[src/rtl/nrsh_pkg.sv]
// Package for the nearest ray/segment hit unit.
// Holds the shared types, codes and constants; it depends on nothing else.
package nrsh_pkg;

    localparam int CoordFracBits = 8;
    localparam int OffW          = 16;
    localparam int RayW          = 26;
    localparam int ProdW         = 52;
    localparam int HalfW         = 26;
    localparam int OffUp         = (CoordFracBits >= 8) ? CoordFracBits - 8 : 0;
    localparam int OffDn         = (CoordFracBits < 8) ? 8 - CoordFracBits : 0;

    typedef logic signed [23:0]      t_coord;
    typedef logic signed [24:0]      t_delta;
    typedef logic signed [RayW-1:0]  t_ray;
    typedef logic signed [ProdW-1:0] t_prod;
    typedef logic [ProdW-1:0]        t_mag;

    typedef logic [1:0] t_mode;
    localparam t_mode ModeClear = 2'd0;
    localparam t_mode ModeLoad  = 2'd1;
    localparam t_mode ModeCast  = 2'd2;

    typedef logic [1:0] t_cfg_addr;
    localparam t_cfg_addr CfgPlayerX   = 2'd0;
    localparam t_cfg_addr CfgPlayerY   = 2'd1;
    localparam t_cfg_addr CfgFanOffset = 2'd2;

    localparam logic [7:0] FanOffsetReset = 8'd26;

    typedef struct packed {
        t_coord by;
        t_coord bx;
        t_coord ay;
        t_coord ax;
    } t_seg;

    // Request to one interpolation unit: hit = a + delta * n2 / den, rounded.
    typedef struct packed {
        logic   start;
        t_coord a;
        t_delta delta;
        t_mag   n2;
        t_mag   den;
    } t_lerp_req;

    // Fan offset brought from Q0.8 to the coordinate fraction width.
    function automatic logic [OffW-1:0] scale_offset(input logic [7:0] v);
        logic [OffW-1:0] w;
        w = OffW'(v) << OffUp;
        return w >> OffDn;
    endfunction

endpackage

[src/rtl/nrsh_lerp.sv]
// Interpolation unit: a + delta * n2 / den rounded to nearest, ties away from zero.
// One multiply step, then a restoring divider one quotient bit per cycle. Uses nrsh_pkg.
module nrsh_lerp
    import nrsh_pkg::*;
(
    input  logic      i_clk,
    input  logic      i_rst_n,
    input  t_lerp_req i_req,
    output logic      o_done,
    output t_coord    o_hit
);

    typedef enum logic [5:0] {
        L_IDLE = 6'b000001,
        L_MUL  = 6'b000010,
        L_PREP = 6'b000100,
        L_DIV  = 6'b001000,
        L_FIN  = 6'b010000,
        L_DONE = 6'b100000
    } t_lstate;

    t_lstate            r_state;
    logic               r_neg;
    t_coord             r_a;
    logic [24:0]        r_mag;
    t_mag               r_n2;
    t_mag               r_den;
    logic [50:0]        r_plo;
    logic [50:0]        r_phi;
    logic [ProdW:0]     r_rem;
    logic [HalfW-1:0]   r_qsh;
    logic [4:0]         r_cnt;
    t_coord             r_hit;

    logic [77:0]        w_dividend;
    logic [ProdW:0]     w_trial;
    logic               w_ge;
    logic [26:0]        w_sum;

    assign w_dividend = {r_phi, 26'b0} + 78'(r_plo) + 78'(r_den >> 1);
    assign w_trial    = {r_rem[ProdW-1:0], r_qsh[HalfW-1]};
    assign w_ge       = (w_trial >= {1'b0, r_den});
    assign w_sum      = r_neg ? (27'(r_a) - 27'(r_qsh)) : (27'(r_a) + 27'(r_qsh));

    always_ff @(posedge i_clk) begin
        if (!i_rst_n) begin
            r_state <= L_IDLE;
            r_cnt   <= '0;
        end else begin
            unique case (r_state)
                L_IDLE: begin
                    if (i_req.start) begin
                        r_neg   <= i_req.delta[24];
                        r_mag   <= i_req.delta[24] ? 25'(-i_req.delta) : 25'(i_req.delta);
                        r_a     <= i_req.a;
                        r_n2    <= i_req.n2;
                        r_den   <= i_req.den;
                        r_state <= L_MUL;
                    end
                end
                L_MUL: begin
                    r_plo   <= 51'(r_mag * r_n2[HalfW-1:0]);
                    r_phi   <= 51'(r_mag * r_n2[ProdW-1:HalfW]);
                    r_state <= L_PREP;
                end
                L_PREP: begin
                    // The quotient fits 26 bits, so the upper part is already below den.
                    r_rem   <= {1'b0, w_dividend[77:26]};
                    r_qsh   <= w_dividend[25:0];
                    r_cnt   <= '0;
                    r_state <= L_DIV;
                end
                L_DIV: begin
                    r_rem   <= w_ge ? (w_trial - {1'b0, r_den}) : w_trial;
                    r_qsh   <= {r_qsh[HalfW-2:0], w_ge};
                    r_cnt   <= r_cnt + 5'd1;
                    if (r_cnt == 5'(HalfW - 1)) begin
                        r_state <= L_FIN;
                    end
                end
                L_FIN: begin
                    r_hit   <= w_sum[23:0];
                    r_state <= L_DONE;
                end
                L_DONE: begin
                    r_state <= L_IDLE;
                end
                default: r_state <= L_IDLE;
            endcase
        end
    end

    assign o_done = (r_state == L_DONE);
    assign o_hit  = r_hit;

endmodule

[config.mk]
export PLATFORM = sky130hd
export DESIGN_NAME = nrsh_lerp
export DESIGN_NICKNAME = d
export VERILOG_FILES = /design/src/rtl/nrsh_pkg.sv /design/src/rtl/nrsh_lerp.sv
export SDC_FILE = /design/constraint.sdc
export NUM_CORES = 2
export LEC_CHECK = 0
export CAP_MARGIN = 20
export CORE_ASPECT_RATIO = 1.4
export CORE_UTILIZATION = 40
export CTS_CLUSTER_SIZE = 28
export DETAILED_ROUTE_END_ITERATION = 6
export DONT_BUFFER_PORTS = 1
export GPL_TIMING_DRIVEN = 0
export MAX_ROUTING_LAYER = met4
export SETUP_SLACK_MARGIN = 0.5
export SLEW_MARGIN = 20
export SYNTH_ARGS = -nofsm -noshare
export SYNTH_HDL_FRONTEND = slang
export SYNTH_SLANG_ARGS = --single-unit
[constraint.sdc]
create_clock -name i_clk -period 36.7 [get_ports i_clk]
set_input_delay 7.34 -clock i_clk [delete_from_list [all_inputs] [get_ports i_clk]]
set_output_delay 7.34 -clock i_clk [all_outputs]
set_load 0.01 [all_outputs]
== Word level (Yosys, flattened, before mapping) ==
Index checks and enable logic that the tools add are counted.

* Bits in read-only memories: 0
* Memories kept: 0
* Bits in latches: 0
* Flip-flop bits (word level): 369
* Memory bits (writable): 0
* Logic and storage cells: 47
* Output and inout port bits: 25
* Bits of input ports: 156

* Add/subtract/negate cells: 7
* Reductions and logical operators: 6
* Shift-type cells: 0
* Divide/modulo/power cells: 0
* Muxes and demuxes: 9
* Eq/ne operators: 9
* Bitwise gates (word level): 0
* Magnitude comparators: 1
* Multipliers: 2

{| class="wikitable"
|+ Operators by type and width
! cell !! count
|-
| $pmux W52 S2 || 1
|-
| $mul A25 B26 Y51 || 2
|-
| $add A77 B51 Y78 || 1
|-
| $add A78 B51 Y78 || 1
|-
| $ge A53 B52 Y1 || 1
|-
| $mux W52 || 1
|-
| $pmux W26 S2 || 1
|-
| $sub A52 B52 Y52 || 1
|-
| $mux W24 || 2
|-
| $pmux W6 S5 || 1
|-
| $neg A25 Y25 || 1
|-
| $add A24 B24 Y24 || 1
|-
| $sub A24 B24 Y24 || 1
|-
| $mux W6 || 2
|-
| $pmux W5 S2 || 1
|-
| $reduce_and A2 Y1 || 4
|-
| $eq A6 B1 Y1 const B || 1
|-
| $eq A6 B2 Y1 const B || 1
|-
| $eq A6 B3 Y1 const B || 1
|-
| $eq A6 B4 Y1 const B || 1
|-
| $eq A6 B5 Y1 const B || 1
|-
| $eq A6 B6 Y1 const B || 1
|-
| $add A5 B1 Y5 const B || 1
|-
| $eq A5 B5 Y1 const B || 1
|-
| 3 further kinds || 4
|}

== Depth between registers and ports, before layout ==
* Word-level depth: 3
* Gate-level depth with buffers: 30
* Depth with buffers taken out: 27

== Least setup slack after synthesis ==
OpenSTA, ideal clock, no wires.

* Path type: input-to-reg
* Start point: input port i_rst_n
* End point: register r_phi[0] (enable)
* Slack: 17,345 ps
* Stages on the path: 3
* Buffers on the path: 1
* Data required time: 35,850 ps
* Data arrival time: 18,505 ps
* Library setup time: 850 ps
* Cells stage by stage: or4b_2 clkbuf_1 nor4b_1

* Cells in the longest elaborated chain, start to end: 1

{| class="wikitable"
|+ Ends and longest elaborated chain
! element !! RTL line !! text
|-
| from (decl) || nrsh_lerp.sv:7 || <nowiki>input logic i_rst_n,</nowiki>
|-
| $reduce_and A2 Y1 (no line) || - ||
|-
| to (signal assigned) || nrsh_lerp.sv:63 || <nowiki>r_phi <= 51'(r_mag * r_n2[ProdW-1:HalfW]);</nowiki>
|-
| to (decl) || nrsh_lerp.sv:29 || <nowiki>logic [50:0] r_phi;</nowiki>
|}

Every way passes these cells.
A chain may end at the register's enable or synchronous reset.

== Worst setup path in the final report ==
* Start point: input port i_rst_n
* End point: register r_phi[20] (enable)

The elaborated chain is that of the path after synthesis.

==> impl_metrics.tcl <==
set metrics [dict create \
    status "finished, final reports clean" \
    cp_max_fo 10 \
    firstDrtPassIters 6 \
    final_nets 8725 \
    worstPathRequired_ns 37.05 \
    die_x_um 341 \
    antenna_found_initial 29 \
    multi_input_area_mm2 0.0471 \
    grt_max_degree 44 \
    dieArea_mm2 0.163 \
    synth_edf_count 358 \
    cts_root_buffer "clkbuf_16" \
    ff_latch_area_mm2 0.0110 \
    drive_gt1_share_pct 2.94 \
    port_buffers 0 \
    hold_violations 0 \
    cts_max_path_buffers 3 \
    area_growth_pct 7.29 \
    place_inst 8969 \
    cts_sinks 369 \
    dp_hpwl_um 203000 \
    post_cts_resized 0 \
    final_antenna_net_count 0 \
    post_cts_buffers 0 \
    vias_per_cell 5.49 \
    drv_cap 0 \
    syn_area_mm2 0.0644 \
    finalCritPeriodShare_pct 27.8 \
    core_area_mm2 0.159 \
    clk_pin_slew_ns 0.06 \
    h-tree-depth 2 \
    vias 49900 \
    die_y_um 477 \
    final_max_slew_viol_count 0 \
    pin_count 181 \
    gp_congestion 1.06 \
    rows 173 \
    startpoint_type "primary input" \
    synth_flop_cell "edfxtp_1" \
    n_fill_cell 15800 \
    period_minus_slack_ns 10.20 \
    yosysTopAreaCell "fa_1" \
    worstPathArrival_ns 10.55 \
    first_global_vias 52300 \
    synth.avg_cell_area_um2 9.43 \
    worst_skew_pair.late_latency_ns 0.67 \
    post-place-ws_ns 25.82 \
    synth_fp_nets 8637 \
    start_util_pct 40.4 \
    ys_seq_area_share_pct 17.0 \
    numCtsBuffers 44 \
    min_path_type "reg2reg" \
    synth.top_cell.area_share_pct 35.0 \
    final_util_pct 43.4 \
    finalSetupTns_ns 0 \
    rsz0062_at_grt "false" \
    async_flop_share_pct 0 \
    fmax_mhz 98.0 \
    hold_buffers 0 \
    cts_tree "done" \
    fin_cells 9099 \
    ys_top_cells_by_area "fa_1, edfxtp_1, ha_1, inv_1, and2_1" \
    worstMarginPinSlew_ns 1.34 \
    endpoint_kind "flop" \
    grt_pass1_wl_um 352000 \
    fin_ws_ns 26.50 \
    wl_um 244000 \
    setup_viol 0 \
    max_slew_margin_pct 10.7 \
    yosysMostFrequentCell "inv_1" \
    first_iter_violations 4454 \
    grt_overflow_total 0 \
    grt_use_total_pct 31.0 \
    wl_per_cell_um 26.8 \
    ys_ff_latch 369 \
    finalClockSkew_ns 0.0486 \
    yosysWarnings 0 \
    path_class "in2reg" \
    postSynthCellCount 6827 \
    synth_commonest_cells "inv_1, fa_1, nand2_1" \
    yosysUniqueCellTypes 82 \
    drc_errors 0 \
]
-- kinds of logic (layout without fill, tap and decap cells) --
group           count (synthesis)  in the layout  synth area share [%]
compound gates                834            834                  8.21
xor+xnor                      278            278                  3.78
flops                         369            369                  17.0
simple gates                 2003           2003                  15.5
other cells                     0             49                     0
fa+ha+maj                    1654           1654                  45.3
buf+inv                      1664           1787                  9.83
mux                            25             25                 0.395
-- metrics by stage --
stage	area [um^2]	hold WS [ns]
floorplan	64400	0.431
CTS	68900	0.468
detailed placement	67400	0.459
finish	69100	0.475
global route	69000	0.497
global placement	67000	0.451
-- worst max-delay path: stages --
cell	delay (ns)
or4b_2	0.56
clkbuf_1	0.21
nor4b_2	0.25
buf_4	0.23
buf_2	0.22
buf_2	0.24
buf_4	0.20
buf_2	0.20
buf_2	0.23
buf_2	0.23
buf_2	0.23
buf_4	0.18
buf_2	0.22
-- metal layers --
metal,track usage [%],vias to the layer above,wire (um)
li1,-,21500,-
met1,34.2,25200,87100
met2,49.5,2457,114000
met3,5.58,780,18600
met4,24.2,0,24300
met5,-,-,0
-- worst paths after layout --
check | cells after the start | start | slack [ns] | endpoint
min | 1 | r_cnt[4]$_SDFFE_PN0N_ | 0.48 | r_cnt[4]$_SDFFE_PN0N_
max | 13 | i_rst_n | 26.50 | r_phi[20]$_DFFE_PP_
min reg2reg | 1 | r_cnt[4]$_SDFFE_PN0N_ | 0.48 | r_cnt[4]$_SDFFE_PN0N_
max reg2reg | 28 | r_mag[5]$_DFFE_PP_ | 26.95 | r_phi[43]$_DFFE_PP_
-- sequential cells by signal, summed over array words and instances, names as in the netlist --
signal	count
r_cnt	5
r_qsh	26
r_mag	25
r_a	24
r_phi	51
r_rem	52
r_n2	52
r_plo	51
r_den	52
r_state	6
r_neg	1
o_hit	24
-- area by class of cell --
type                    count  area share (%)
multi-input cells        4794            68.2
flip-flops and latches    369            15.9
inverters                1350            7.34
well taps                2100            3.80
plain buffers             314            1.86
clock buffers              50            1.72
clock inverters            31           0.507
repair buffers             42           0.484
diodes                     49           0.178
-- layout by cell type (no fill, tap or decap), types with 14 or more instances in the layout --
| cell type | count |
|---|---|
| a31oi_1 | 34 |
| ha_1 | 528 |
| xnor2_1 | 192 |
| a21oi_1 | 266 |
| buf_4 | 20 |
| and2_1 | 683 |
| diode_2 | 49 |
| nand3_1 | 55 |
| inv_1 | 1350 |
| o21bai_1 | 36 |
| and3_1 | 27 |
| nand2b_1 | 30 |
| o211ai_1 | 31 |
| mux2i_1 | 22 |
| nor2_1 | 180 |
| nand4_1 | 34 |
| edfxtp_1 | 358 |
| clkbuf_16 | 47 |
| o21ai_0 | 168 |
| nand2_1 | 836 |
| xor2_1 | 82 |
| o21a_1 | 26 |
| clkbuf_1 | 276 |
| nor3_1 | 41 |
| a211oi_1 | 18 |
| a21o_1 | 130 |
| o31ai_1 | 19 |
| buf_2 | 20 |
| buf_6 | 14 |
| fa_1 | 1126 |
| nor2b_1 | 30 |
| nor4_1 | 17 |
| or3_1 | 15 |
| clkbuf_2 | 19 |
Power is not shown: default switching activity piles up to over one toggle a cycle in this logic, so the estimate is an artifact.
